### src/mfq_pkg.sv
// Package: shared constants, codes and controller/datapath interface types.
package mfq_pkg;
  localparam int DEPTH = 64;
  localparam int PTR_W = $clog2(DEPTH);
  localparam int CNT_W = $clog2(DEPTH + 1);

  typedef enum logic [1:0] {
    OP_PUSH  = 2'd0,
    OP_POP   = 2'd1,
    OP_CLEAR = 2'd2,
    OP_NONE  = 2'd3
  } op_t;

  typedef enum logic [1:0] {
    MODE_FIFO = 2'd0,
    MODE_LIFO = 2'd1,
    MODE_PRIO = 2'd2,
    MODE_RSVD = 2'd3
  } mode_t;

  typedef enum logic [1:0] {
    ST_OK        = 2'd0,
    ST_OVERFLOW  = 2'd1,
    ST_UNDERFLOW = 2'd2,
    ST_RSVD      = 2'd3
  } status_t;

  typedef enum logic [1:0] {
    RD_HEAD = 2'd0,
    RD_LAST = 2'd1,
    RD_SCAN = 2'd2,
    RD_IDLE = 2'd3
  } rd_sel_t;

  // Commands from controller to datapath
  typedef struct packed {
    logic    latch;
    logic    exec_simple;
    logic    rd_en;
    rd_sel_t rd_sel;
    logic    finish_seq;
    logic    scan_start;
    logic    scan_step;
    logic    finish_prio;
    logic    out_load;
  } cmd_t;

  // Status from datapath to controller
  typedef struct packed {
    op_t   op;
    mode_t mode;
    logic  empty;
    logic  scan_done;
    logic  out_free;
  } stat_t;
endpackage

### src/mfq_ctrl.sv
// Controller: sequences one item at a time through the datapath.
module mfq_ctrl (
  input  logic           clk,
  input  logic           rst,
  input  logic           in_valid,
  output logic           in_stall,
  input  mfq_pkg::stat_t st,
  output mfq_pkg::cmd_t  cmd
);
  import mfq_pkg::*;

  typedef enum logic [2:0] {
    S_IDLE, S_EXEC, S_RD_WAIT, S_SCAN, S_LAST_WAIT, S_PUT
  } state_t;

  state_t state, state_next;

  assign in_stall = (state != S_IDLE);

  // Next state and command decode
  always_comb begin
    cmd        = '0;
    cmd.rd_sel = RD_IDLE;
    state_next = state;
    unique case (state)
      S_IDLE: begin
        if (in_valid) begin
          cmd.latch  = 1'b1;
          state_next = S_EXEC;
        end
      end
      S_EXEC: begin
        if (st.op == OP_POP && !st.empty && st.mode == MODE_PRIO) begin
          cmd.scan_start = 1'b1;
          state_next     = S_SCAN;
        end else if (st.op == OP_POP && !st.empty) begin
          cmd.rd_en  = 1'b1;
          cmd.rd_sel = (st.mode == MODE_LIFO) ? RD_LAST : RD_HEAD;
          state_next = S_RD_WAIT;
        end else begin
          cmd.exec_simple = 1'b1;
          state_next      = S_PUT;
        end
      end
      S_RD_WAIT: begin
        cmd.finish_seq = 1'b1;
        state_next     = S_PUT;
      end
      S_SCAN: begin
        if (st.scan_done) begin
          cmd.rd_en  = 1'b1;
          cmd.rd_sel = RD_LAST;
          state_next = S_LAST_WAIT;
        end else begin
          cmd.scan_step = 1'b1;
          cmd.rd_en     = 1'b1;
          cmd.rd_sel    = RD_SCAN;
        end
      end
      S_LAST_WAIT: begin
        cmd.finish_prio = 1'b1;
        state_next      = S_PUT;
      end
      S_PUT: begin
        if (st.out_free) begin
          cmd.out_load = 1'b1;
          state_next   = S_IDLE;
        end
      end
      default: state_next = S_IDLE;
    endcase
  end

  always_ff @(posedge clk) begin
    if (rst) state <= S_IDLE;
    else     state <= state_next;
  end
endmodule

### config.mk
export PLATFORM = sky130hd
export DESIGN_NAME = mfq_ctrl
export DESIGN_NICKNAME = d
export VERILOG_FILES = /design/src/mfq_pkg.sv /design/src/mfq_ctrl.sv
export SDC_FILE = /design/constraint.sdc
export NUM_CORES = 1
export LEC_CHECK = 0
export BUFFER_PORTS_ARGS = -buffer_cell sky130_fd_sc_hd__buf_2
export CELL_PAD_IN_SITES_DETAIL_PLACEMENT = 0
export CELL_PAD_IN_SITES_GLOBAL_PLACEMENT = 1
export CORE_AREA = 4 4 41 43
export DETAILED_ROUTE_END_ITERATION = 7
export DIE_AREA = 0 0 45 47
export PLACE_DENSITY_LB_ADDON = 0.1
export SYNTH_ARGS = -nofsm -noshare
export SYNTH_HDL_FRONTEND = slang
export SYNTH_SLANG_ARGS = --single-unit
### constraint.sdc
create_clock -name clk -period 1.6 [get_ports clk]
set_input_delay 0.16 -clock clk [delete_from_list [all_inputs] [get_ports clk]]
set_output_delay 0.16 -clock clk [all_outputs]
set_load 0.02 [all_outputs]
Yosys cells after proc, flatten, opt, wreduce, memory -nomap -nowiden
Cells that the tools add are included. Widths: inputs -> output; s select.

Bits in registers: 3. Input port bits: 10. Output and inout bits: 11. Word-level logic and storage cells: 42.

Eq/ne operators: 11. Multiplexer cells: 23. Reductions and logical operators: 7.

Operators by type and width (number): $mux 3 (6); $pmux 3 s5 (1); $mux 1 (13); $eq 3x2->1 const B (2); $eq 3x3->1 const B (2); $ne 2x2->1 const B (3); $pmux 3 s2 (1); $eq 2x1->1 const B (2); $mux 4 (1); $eq 3x1->1 const B (1); $logic_not 3->1 (1); $reduce_and 3->1 (1); $reduce_bool 3->1 (1); $eq 2x2->1 const B (1); $logic_and 1x1->1 (2); $mux 2 (1); $reduce_or 2->1 (1); $logic_not 1->1 (1).

Longest topological paths before layout
Gate-level depths: netlist (run 1).

Word-level depth: 5. Gate-level depth with buffers: 4. Gate-level depth less buffers: 3.

Worst setup path before layout (run 1)
No wires, ideal clock.

Path type: register to output. Start: register state[2]. End: output port cmd[9] (netlist name). Arrival time: 1.239 ns. Required time: 1.440 ns. Setup slack: 0.201 ns. Stages on the path, launching flop included: 4. Cell sequence: dfxtp_1 > clkbuf_1 > or3_1 > nor2_1.

RTL lines: from (decl) (RTL line mfq_ctrl.sv:16) `state_t state, state_next;`; from (signal assigned) (RTL line mfq_ctrl.sv:76) `else state <= state_next;`; to (decl) (RTL line mfq_ctrl.sv:8) `output mfq_pkg::cmd_t cmd`.

==> insert_results.sql, run 1 <==
INSERT INTO impl_metrics (metric_group, metric, value, unit) VALUES
('timing', 'final.setup.tns', '0', 'ns'),
('timing', 'timing.fmax', '0.646', 'GHz'),
('cells_and_area', 'largest_registers', 'state (3)', ''),
('critical_path', 'worst-path-max-fanout', '3', ''),
('grt', 'grt_pass1_wl', '1.39', 'mm'),
('critical_path', 'crit_arrival', '1.39', 'ns'),
('route', 'dr.pass1.iters', '2', ''),
('clocking', 'clkSlewWorstSetupHoldPaths', '0.04', 'ns'),
('grt', 'grt_max_degree', '15', ''),
('critical_path', 'worst_setup_path_startpoint', 'state[1]', ''),
('power', 'power.leakage', '0.000229', 'uW'),
('clocking', 'numCtsBuffers', '3', ''),
('cells_and_area', 'max_flop_register', 'state', ''),
('power', 'power_per_cell_area', '768', 'nW/um2'),
('critical_path', 'cp-end-kind', 'output pin', ''),
('timing', 'hold_ws', '0.119', 'ns'),
('synthesis', 'synth.net_count', '54', ''),
('clocking', 'cts_num_sinks', '3', ''),
('min_path', 'hold_end', 'state[0]', ''),
('min_path', 'holdCritStartpoint', 'rst', ''),
('floorplanning', 'die_h', '47', 'um'),
('cells_and_area', 'antenna_cells_inserted', '0', ''),
('floorplanning', 'die-area', '2120', 'um2'),
('timing', 'grt_setup_unrepaired', 'false', ''),
('clocking', 'htree_levels', '1', ''),
('synthesis', 'synth-seq-area-share', '18.8', '%'),
('min_path', 'worstHoldPathType', 'in2reg', ''),
('critical_path', 'startpoint_kind_of_the_worst_setup_timing_path', 'flop', ''),
('placement', 'numPortBuffers', '20', ''),
('synthesis', 'ys_types', '25', ''),
('synthesis', 'synth_largest_area_cell', 'sky130_fd_sc_hd__dfxtp_1', ''),
('critical_path', 'cell_family_contributing_the_most_delay_on_the_critical_path', 'simple AND/OR/NAND/NOR gates', ''),
('timing', 'slew_headroom', '74.6', '%'),
('critical_path', 'r2r_slack', '0.47', 'ns'),
('grt', 'global_route.overflow_total', '0', ''),
('critical_path', 'timing.critical_path.slowest_stage_cell', 'sky130_fd_sc_hd__or4b_4', ''),
('synthesis', 'post_synthesis_compound_gate_area_fraction', '25.4', '%'),
('synthesis', 'netlist_instances', '44', ''),
('cells_and_area', 'ratio_of_cells_with_drive_above_1_in_the_final_layout', '44.8', '%'),
('grt', 'grt_use_total', '8.84', '%'),
('cells_and_area', 'finalNetCount', '78', ''),
('critical_path', 'r2r_cells', '3', ''),
('synthesis', 'synth-adder-area-share', '0', '%'),
('synthesis', 'warning_count_from_the_yosys_run', '0', ''),
('clocking', 'skew_pair_late_insertion_delay', '0.24', 'ns'),
('timing', 'timing.final.setup_violations', '0', ''),
('critical_path', 'crit_path_cell_trace', 'or4b_4 -> o21ai_1 -> nand2_1 -> buf_6', ''),
('run_status', 'status', 'finished, final reports clean', ''),
('floorplanning', 'start_util', '24.6', '%'),
('placement', 'place.gp.congestion', '0.668', ''),
('timing', 'finalHoldViolations', '0', ''),
('job', 'max_cap_violations', '0', ''),
('min_path', 'worst_hold_path.num_cells', '2', ''),
('synthesis', 'synth_top_family_by_area', 'simple AND/OR/NAND/NOR gates', ''),
('placement', 'preCtsSetupSlack', '0.240', 'ns'),
('clocking', 'cts_buffer_depth', '2', ''),
('grt', 'initial_antenna_violation_count', '0', ''),
('clocking', 'cts.hold.buffers_added', '0', ''),
('critical_path', 'critPathRequiredTime', '1.44', 'ns'),
('placement', 'place.detailed.instances', '78', ''),
('synthesis', 'synthesis.area', '320', 'um2'),
('clocking', 'tritoncts', 'yes', ''),
('route', 'routed_wire_length_per_instance', '11.2', 'um'),
('route', 'avgViaCountPerCell', '4.73', ''),
('floorplanning', 'design.core.area', '1300', 'um2'),
('route', 'detailroute.via_count', '388', ''),
('timing', 'drv_slew', '0', ''),
('critical_path', 'crit-reg2reg-launch', 'state[2]', ''),
('timing', 'final.setup_skew', '0.00170', 'ns'),
('cells_and_area', 'synthToLayoutAreaGrowth', '48.4', '%'),
('clocking', 'post_cts.repair.setup_buffers', '0', '');
## placed cells by master (no fill, tap or decap), types with 2 or more instances in the layout
cell type,synthesis,layout
sky130_fd_sc_hd__nand2b_1,3,3
sky130_fd_sc_hd__nor2b_1,3,3
sky130_fd_sc_hd__dfxtp_1,3,2
sky130_fd_sc_hd__nor2_1,6,6
sky130_fd_sc_hd__clkbuf_4,0,3
sky130_fd_sc_hd__nand2_1,5,5
sky130_fd_sc_hd__buf_4,0,2
sky130_fd_sc_hd__a31oi_1,2,2
sky130_fd_sc_hd__buf_2,1,19
sky130_fd_sc_hd__nor3b_1,2,2
sky130_fd_sc_hd__a211o_1,2,2
## how the worst max path moves through the flow
stage              to  slack [ns]  cells after the start
5_1_grt        cmd[5]        0.01                      4
3_5_place_dp   cmd[5]        0.24                      4
3_3_place_gp   cmd[5]        0.25                      4
6_report       cmd[5]        0.05                      4
4_1_cts        cmd[5]        0.05                      4
2_1_floorplan  cmd[9]        0.20                      3
## cell type report
type | count | area [um2] | area share, %
multi-input cells | 37 | 244 | 51.3
inverters | 1 | 3.75 | 0.789
well taps | 15 | 18.8 | 3.95
repair buffers | 22 | 121 | 25.5
flip-flops and latches | 3 | 61.3 | 12.9
clock buffers | 4 | 26.3 | 5.53
## worst register-to-register path: stages, from the launching register on
cell and delay [ns]:
sky130_fd_sc_hd__dfxtp_1 0.54, sky130_fd_sc_hd__nand2b_1 0.10, sky130_fd_sc_hd__a211o_1 0.30, sky130_fd_sc_hd__a31oi_1 0.11
## synth_stat cells, drive strengths merged
master and n:
or3b 1, nand2 5, inv 1, a21oi 1, nor2 6, and3 1, nand2b 3, clkbuf 2
nor2b 3, a211o 2, xor2 1, o31ai 1, dfxtp 3, o21ai 2, o221ai 1, o21a 1
nor3b 3, a211oi 1, or4b 1, or3 1, and4b 1, a31oi 2, buf 1
## cell families after synthesis
group                     Yosys count
xor gates and xnor gates            1
AOI/OAI and AO/OA                  11
buffers and inverters               4
and+or+nand+nor                    25
DFF                                 3
## metal layers
layer  track usage, %  up-vias  wire length, um
li1                 -      203                -
met1             11.8      170              464
met4             1.75        0                0
met2             13.3       15              378
met5                0        -                0
met3             3.83        0               78
## where the power goes
group	internal [uW]	total, uW	switching, uW
Clock	93.9	139	45.2
Sequential	83.0	99.5	16.5
Combinational	58.9	126	67.5
## stage by stage
stage	area, um2	utilization [%]	power [uW]
6_report	475	36.5	365
5_1_grt	475	36.5	385
4_1_cts	474	36.4	370
3_5_place_dp	442	33.9	226
3_3_place_gp	442	33.9	228
2_1_floorplan	320	-	182
## repair_timing
action | in CTS | in global routing
resized for setup | 2 | 1
pin swaps | 2 | 0
endpoints found under the hold margin | 0 | 0
setup endpoints to repair | 1 | 1
Note: power is estimated with default switching activity, not from simulation.
==> inputs of run 2 (changes only) <==
GPL_TIMING_DRIVEN = 0   (was not set)
==> run 2 against run 1 <==
  * Critical path depth is the same
  * Cell count up 1.2%
  * Clock power about the same
  * Total power up 1.3%
  * Maximum frequency fell by 1.1%
  * Wire length grew 6.9%
  * Sequential cell count unchanged
  * Worst hold slack improved by 0.0030 ns
  * Register-to-register slack got worse by 0.03 ns
  * Utilization is 0.87 points higher
  * Count of clock-buffer cells in the layout unchanged
  * Clock skew rose by 0.0029 ns
  * Critical path type unchanged
  * Critical endpoint unchanged
  * Largest power group is now combinational cells
  * Highest routed layer is now met4
==> insert_results.sql, run 2 (synthesis gave the netlist of run 1 again) <==
INSERT INTO impl_metrics (metric_group, metric, value, unit) VALUES
('critical_path', 'critPathRequiredTime', '1.44', 'ns'),
('timing', 'setup_ws', '0.0358', 'ns'),
('timing', 'timing.final.crit_period', '1.56', 'ns'),
('grt', 'grt_max_degree', '11', ''),
('cells_and_area', 'max_flop_register', 'state', ''),
('cells_and_area', 'number_of_flip_flops_under_the_largest_register_name', '3', ''),
('clocking', 'cts_buffer_depth', '2', ''),
('floorplanning', 'start_util', '24.6', '%'),
('critical_path', 'timing.critical_path.slowest_stage_cell', 'sky130_fd_sc_hd__or4b_4', ''),
('critical_path', 'crit_arrival', '1.40', 'ns'),
('min_path', 'worstHoldPathType', 'in2reg', ''),
('timing', 'worst_pin_slew', '0.300', 'ns'),
('clocking', 'numCtsBuffers', '3', ''),
('critical_path', 'cpPeakStageDelay', '0.51', 'ns'),
('timing', 'timing.fmax', '0.639', 'GHz'),
('power', 'vdd_drop_max', '0.000378', 'V'),
('grt', 'grt_use_total', '10.5', '%'),
('grt', 'global_route.overflow_total', '0', ''),
('critical_path', 'timing.critical_path.buf_inv', '1', ''),
('floorplanning', 'std_cell_rows', '13', ''),
('cells_and_area', 'layout_commonest_cell', 'sky130_fd_sc_hd__buf_2', ''),
('route', 'final_antenna_net_count', '0', ''),
('critical_path', 'cp-end-kind', 'output pin', ''),
('timing', 'slew_headroom', '80.0', '%'),
('placement', 'numPortBuffers', '20', ''),
('critical_path', 'crit_path_cell_trace', 'or4b_4 -> o21ai_2 -> nand2_1 -> buf_6', ''),
('route', 'initialDrtViolationCount', '8', ''),
('cells_and_area', 'postLayoutCoreUtil', '37.4', '%'),
('clocking', 'cts_num_sinks', '3', ''),
('route', 'detailroute.via_count', '410', ''),
('floorplanning', 'die-area', '2120', 'um2'),
('floorplanning', 'die_h', '47', 'um'),
('clocking', 'root_buffer', 'sky130_fd_sc_hd__clkbuf_4', ''),
('grt', 'grt_pass1_wl', '1.63', 'mm'),
('power', 'power.leakage', '0.000238', 'uW'),
('cells_and_area', 'ratio_of_cells_with_drive_above_1_in_the_final_layout', '48.5', '%'),
('route', 'routed_wire_length_per_instance', '11.9', 'um'),
('power', 'power_per_cell_area', '760', 'nW/um2'),
('placement', 'preCtsSetupSlack', '0.156', 'ns'),
('placement', 'dp_hpwl', '765', 'um'),
('route', 'avgViaCountPerCell', '4.94', ''),
('grt', 'number_of_global_route_vias_before_repair', '397', ''),
('timing', 'finalHoldViolations', '0', ''),
('timing', 'final.setup_skew', '0.00460', 'ns'),
('clocking', 'htree_levels', '1', ''),
('critical_path', 'cell_family_contributing_the_most_delay_on_the_critical_path', 'simple AND/OR/NAND/NOR gates', ''),
('route', 'drc', '0', ''),
('timing', 'grt_setup_unrepaired', 'true', ''),
('clocking', 'clkSlewWorstSetupHoldPaths', '0.04', 'ns'),
('critical_path', 'criticalPathCategory', 'reg2out', ''),
('grt', 'initial_antenna_violation_count', '0', ''),
('route', 'routed_wl', '986', 'um'),
('cells_and_area', 'finalNetCount', '79', ''),
('critical_path', 'worst-path-max-fanout', '6', ''),
('timing', 'timing.final.setup_violations', '0', ''),
('floorplanning', 'design.portCount', '21', ''),
('clocking', 'tritoncts', 'yes', ''),
('cells_and_area', 'commonest_non_fill_non_tap_cells_in_the_layout', 'sky130_fd_sc_hd__buf_2, sky130_fd_sc_hd__nor2_1, sky130_fd_sc_hd__nand2_1', ''),
('placement', 'place.gp.congestion', '0.744', ''),
('timing', 'drv_slew', '0', ''),
('cells_and_area', 'largest_registers', 'state (3)', ''),
('critical_path', 'startpoint_kind_of_the_worst_setup_timing_path', 'flop', ''),
('cells_and_area', 'antenna_cells_inserted', '0', ''),
('floorplanning', 'design.core.area', '1300', 'um2'),
('run_status', 'status', 'finished, final reports clean', ''),
('job', 'max_cap_violations', '0', ''),
('floorplanning', 'die_x', '45', 'um'),
('timing', 'finalCritPeriodShare', '97.8', '%'),
('route', 'dr.pass1.iters', '4', ''),
('clocking', 'skew_pair_late_insertion_delay', '0.24', 'ns'),
('cells_and_area', 'synthToLayoutAreaGrowth', '52.0', '%');
[run 2: metrics by stage]
step	cell area [um2]	cells	power, uW	hold WS [ns]	setup TNS (ns)
CTS	473	83	367	0.120	0
global route	487	83	400	0.122	-0.0344
detailed placement	439	79	227	0.371	0
finish	487	83	370	0.122	0
floorplan	320	44	182	0.229	0
global placement	439	79	227	0.381	0
[run 2: final timing paths]
check	start	end	slack, ns	cells after the start
worst max-delay path	state[1]	cmd[5]	0.04	4
worst max register to register	state[1]	state[1]	0.44	2
worst min register to register	state[0]	state[1]	0.55	2
worst min-delay path	rst	state[0]	0.12	2
[run 2: area by class of cell]
class / count / area [um2]
buffer: 3 / 15.0
sequential: 3 / 61.3
clock buffer: 4 / 26.3
multi-input combinational: 37 / 255
fill: 155 / 815
inverter: 1 / 3.75
timing repair buffer: 20 / 106
tap: 15 / 18.8
[run 2: power breakdown]
group / switching, uW / internal, uW / leakage, uW / total, uW
logic: 80.4 / 62.7 / 0.000198 / 143
registers: 7.90 / 82.4 / 0.0000253 / 90.3
clock network: 42.6 / 93.7 / 0.0000150 / 136
[run 2: what timing repair did]
action / in CTS / in global routing
resized for setup: 3 / 8
hold buffers: 0 / 0
endpoints found under the hold margin: 0 / 0
setup endpoints to repair: 3 / 10
pin swaps: 2 / 0
buffers inserted: 0 / 0
[run 2: worst reg2reg max path, stage by stage (launching register included)]
cell	delay, ns
sky130_fd_sc_hd__dfxtp_2	0.34
sky130_fd_sc_hd__or4b_4	0.51
sky130_fd_sc_hd__a211oi_2	0.22
[run 2: routing by layer]
| metal | vias to the layer above | part of all wire, % | global-route usage, % |
|---|---|---|---|
| met4 | 0 | 1.0 | 5.26 |
| li1 | 205 | - | - |
| met1 | 182 | 45 | 13.0 |
| met2 | 21 | 42 | 14.4 |
| met3 | 2 | 12 | 6.13 |
| met5 | - | 0 | 0 |
==> inputs of run 3 (changes only) <==
ABC_AREA = 1   (was not set)
CORE_AREA = not set   (was 4 4 41 43)
CORE_MARGIN = 4   (was not set)
CORE_UTILIZATION = 22   (was not set)
DIE_AREA = not set   (was 0 0 45 47)
==> run 3 against run 2 <==
  * Worst setup slack better by 0.078 ns
  * Sequential share of layout area is 2.1 points higher
  * Register-to-register slack better by 0.08 ns
  * Clock skew is 0.0023 ns lower
  * Largest power group unchanged
  * Highest routed layer is now met3
  * Die area is 4.8% lower
  * Global-route usage is 1.0 points lower
  * Via count is 8.0% lower
  * Combinational power is 79% higher
==> insert_results.sql, run 3 <==
INSERT INTO impl_metrics (metric_group, metric, value, unit) VALUES
('run_status', 'status', 'finished, final reports clean', ''),
('grt', 'initial_antenna_violation_count', '0', ''),
('floorplanning', 'std_cell_rows', '13', ''),
('cells_and_area', 'number_of_flip_flops_under_the_largest_register_name', '3', ''),
('power', 'vdd_drop_max', '0.000498', 'V'),
('synthesis', 'synth_top_family_by_area', 'simple AND/OR/NAND/NOR gates', ''),
('placement', 'place.gp.congestion', '0.714', ''),
('power', 'power.leakage', '0.000282', 'uW'),
('synthesis', 'synth_xor_area_share', '0', '%'),
('synthesis', 'post_synthesis_compound_gate_area_fraction', '7.53', '%'),
('critical_path', 'worst-path-max-fanout', '7', ''),
('route', 'routed_wl', '816', 'um'),
('synthesis', 'netlist_instances', '55', ''),
('critical_path', 'startpoint_kind_of_the_worst_setup_timing_path', 'flop', ''),
('grt', 'global_route.overflow_total', '0', ''),
('timing', 'finalHoldViolations', '0', ''),
('critical_path', 'cpPeakStageDelay', '0.38', 'ns'),
('route', 'dr.pass1.iters', '1', ''),
('synthesis', 'portion_of_synthesized_cell_area_occupied_by_the_leading_cell_type', '20.1', '%'),
('synthesis', 'synth_common_cells', 'sky130_fd_sc_hd__inv_1, sky130_fd_sc_hd__nand2_1, sky130_fd_sc_hd__nor2_1', ''),
('floorplanning', 'start_util', '23.3', '%'),
('cells_and_area', 'instances_no_fill', '94', ''),
('synthesis', 'top_ff_cell_synth', 'sky130_fd_sc_hd__dfxtp_1', ''),
('grt', 'grt_pass1_wl', '1.40', 'mm'),
('route', 'drc', '0', ''),
('clocking', 'skew_pair_late_insertion_delay', '0.23', 'ns'),
('clocking', 'htree_levels', '1', ''),
('cells_and_area', 'ratio_of_cells_with_drive_above_1_in_the_final_layout', '41.8', '%'),
('grt', 'grt_max_degree', '8', ''),
('cells_and_area', 'layout_commonest_cell', 'sky130_fd_sc_hd__buf_2', ''),
('synthesis', 'synth.avg_cell_area', '5.44', 'um2'),
('placement', 'numPortBuffers', '20', ''),
('synthesis', 'synthesis.area', '299', 'um2'),
('timing', 'finalCritPeriodShare', '92.9', '%'),
('route', 'avgViaCountPerCell', '4.01', ''),
('critical_path', 'critPathRequiredTime', '1.44', 'ns'),
('floorplanning', 'design.portCount', '21', ''),
('power', 'design_power_total', '508', 'uW'),
('power', 'power_per_cell_area', '1130', 'nW/um2'),
('synthesis', 'share_of_flip_flops_with_an_asynchronous_set_or_reset', '0', '%'),
('timing', 'timing.fmax', '0.673', 'GHz'),
('min_path', 'worstHoldPathType', 'in2reg', ''),
('synthesis', 'multiplexer_share_of_the_synthesized_area', '0', '%'),
('cells_and_area', 'largest_registers', 'state (3)', ''),
('placement', 'dp_hpwl', '691', 'um'),
('floorplanning', 'die-area', '2010', 'um2'),
('job', 'max_cap_violations', '0', ''),
('floorplanning', 'design.core.area', '1280', 'um2'),
('timing', 'timing.final.setup_violations', '0', ''),
('critical_path', 'timing.critical_path.buf_inv', '2', ''),
('critical_path', 'cell_family_contributing_the_most_delay_on_the_critical_path', 'simple AND/OR/NAND/NOR gates', ''),
('clocking', 'cts_buffer_depth', '2', ''),
('synthesis', 'synth-seq-area-share', '20.1', '%'),
('clocking', 'tritoncts', 'yes', ''),
('synthesis', 'ys_types', '13', ''),
('synthesis', 'synth-adder-area-share', '0', '%'),
('route', 'detailroute.via_count', '377', ''),
('route', 'final_antenna_net_count', '0', ''),
('synthesis', 'synth-simple-area-share', '53.6', '%'),
('clocking', 'clkSlewWorstSetupHoldPaths', '0.04', 'ns'),
('timing', 'timing.final.crit_period', '1.49', 'ns'),
('critical_path', 'timing.critical_path.slowest_stage_cell', 'sky130_fd_sc_hd__dfxtp_4', ''),
('cells_and_area', 'fill_cells', '161', ''),
('critical_path', 'cp-end-kind', 'output pin', ''),
('clocking', 'cts.hold.buffers_added', '0', ''),
('clocking', 'numCtsBuffers', '3', ''),
('cells_and_area', 'max_flop_register', 'state', ''),
('cells_and_area', 'synthToLayoutAreaGrowth', '50.6', '%'),
('grt', 'number_of_global_route_vias_before_repair', '353', ''),
('cells_and_area', 'antenna_cells_inserted', '0', ''),
('synthesis', 'number_of_flops_mapped_to_enable_cells_by_yosys', '0', ''),
('timing', 'final.setup_skew', '0.00232', 'ns'),
('critical_path', 'cp_common_cell', 'sky130_fd_sc_hd__nand2_1', ''),
('timing', 'grt_setup_unrepaired', 'false', ''),
('clocking', 'cts_num_sinks', '3', ''),
('synthesis', 'synth.net_count', '65', ''),
('floorplanning', 'die_x', '44.9', 'um'),
('cells_and_area', 'finalNetCount', '90', ''),
('synthesis', 'synth_largest_area_cell', 'sky130_fd_sc_hd__dfxtp_1', ''),
('timing', 'worst_pin_slew', '0.201', 'ns'),
('placement', 'place.detailed.instances', '90', ''),
('critical_path', 'criticalPathCategory', 'reg2out', ''),
('route', 'routed_wire_length_per_instance', '8.68', 'um'),
('timing', 'final.setup.tns', '0', 'ns'),
('synthesis', 'post_synthesis_register_bit_count', '3', ''),
('critical_path', 'crit_arrival', '1.33', 'ns'),
('critical_path', 'crit_path_cell_trace', 'inv_2 -> nor3_4 -> nand2_1 -> nand2_1 -> nor2_1 -> o211ai_1 -> buf_2', ''),
('timing', 'slew_headroom', '86.6', '%'),
('clocking', 'root_buffer', 'sky130_fd_sc_hd__clkbuf_4', ''),
('synthesis', 'post_synth_main_area_contributors', 'sky130_fd_sc_hd__dfxtp_1, sky130_fd_sc_hd__inv_1, sky130_fd_sc_hd__nand2_1', ''),
('cells_and_area', 'commonest_non_fill_non_tap_cells_in_the_layout', 'sky130_fd_sc_hd__buf_2, sky130_fd_sc_hd__inv_1, sky130_fd_sc_hd__nand2_1', ''),
('route', 'initialDrtViolationCount', '0', ''),
('grt', 'grt_use_total', '9.50', '%'),
('timing', 'drv_slew', '0', ''),
('floorplanning', 'die_h', '44.9', 'um'),
('synthesis', 'warning_count_from_the_yosys_run', '0', '');
==> run 3: cell types whose count changed in the layout (fill, tap and decap cells not counted), moves of 3 or more <==
| cell | delta |
|---|---|
| sky130_fd_sc_hd__inv_1 | +12 |
| sky130_fd_sc_hd__nand2b_1 | -3 |
| sky130_fd_sc_hd__nand3_1 | +6 |
| sky130_fd_sc_hd__nand2_1 | +8 |
==> run 3: logic make-up after synthesis <==
family | Yosys count
and+or+nand+nor | 33
AOI/OAI and AO/OA | 4
DFF | 3
buffers and inverters | 15
==> run 3: where the power goes <==
part | switching, uW | internal (uW)
clock | 37.3 | 93.4
combinational | 167 | 89.3
sequential | 28.0 | 92.5
==> run 3: what timing repair did <==
action                                  CTS  global route
cloned                                    0             0
endpoints found under the setup margin    2             1
buffers inserted                          0             0
gates resized for setup                   2             2
==> run 3: worst reg2reg max path, stage by stage, from the launching register on <==
cell and delay (ns):
sky130_fd_sc_hd__dfxtp_2 0.38, sky130_fd_sc_hd__inv_1 0.09, sky130_fd_sc_hd__nor2_2 0.12, sky130_fd_sc_hd__nand3_2 0.11, sky130_fd_sc_hd__nand2_1 0.11, sky130_fd_sc_hd__nor2_2 0.04, sky130_fd_sc_hd__nand2_1 0.06, sky130_fd_sc_hd__a21oi_1 0.05
==> run 3: final cells by class <==
type / count / area (um2) / area share (%)
sequential: 3 / 66.3 / 14.7
tap: 15 / 18.8 / 4.17
timing repair buffer: 20 / 100 / 22.2
inverter: 15 / 56.3 / 12.5
multi-input combinational: 37 / 183 / 40.6
clock buffer: 4 / 26.3 / 5.83
==> run 3: metrics by stage <==
step                      utilization, %  instance area [um2]  hold slack (ns)  setup slack [ns]
after CTS                           34.8                  447            0.105            0.0613
after global routing                35.1                  450            0.111           0.00404
after floorplan                        -                  299            0.229             0.114
after detailed placement            32.5                  418            0.361             0.206
final                               35.1                  450            0.116             0.114
after global placement              32.5                  418            0.355             0.206
==> run 3: path summary, 6_finish.rpt <==
kind                                from       end  slack (ns)  cells after the start
worst min register to register  state[0]  state[1]        0.57                      2
worst max register to register  state[1]  state[2]        0.52                      7
worst min-delay path                 rst  state[1]        0.12                      2
worst max-delay path            state[0]    cmd[5]        0.11                      7
==> run 3: layer usage <==
metal  global-route usage [%]  part of all wire (%)  vias up
met5                        0                     0        -
met4                     7.02                     0        0
met3                     1.20                   7.6        0
met2                     13.8                    44        9
met1                     12.8                    48      152
li1                         -                     -      216
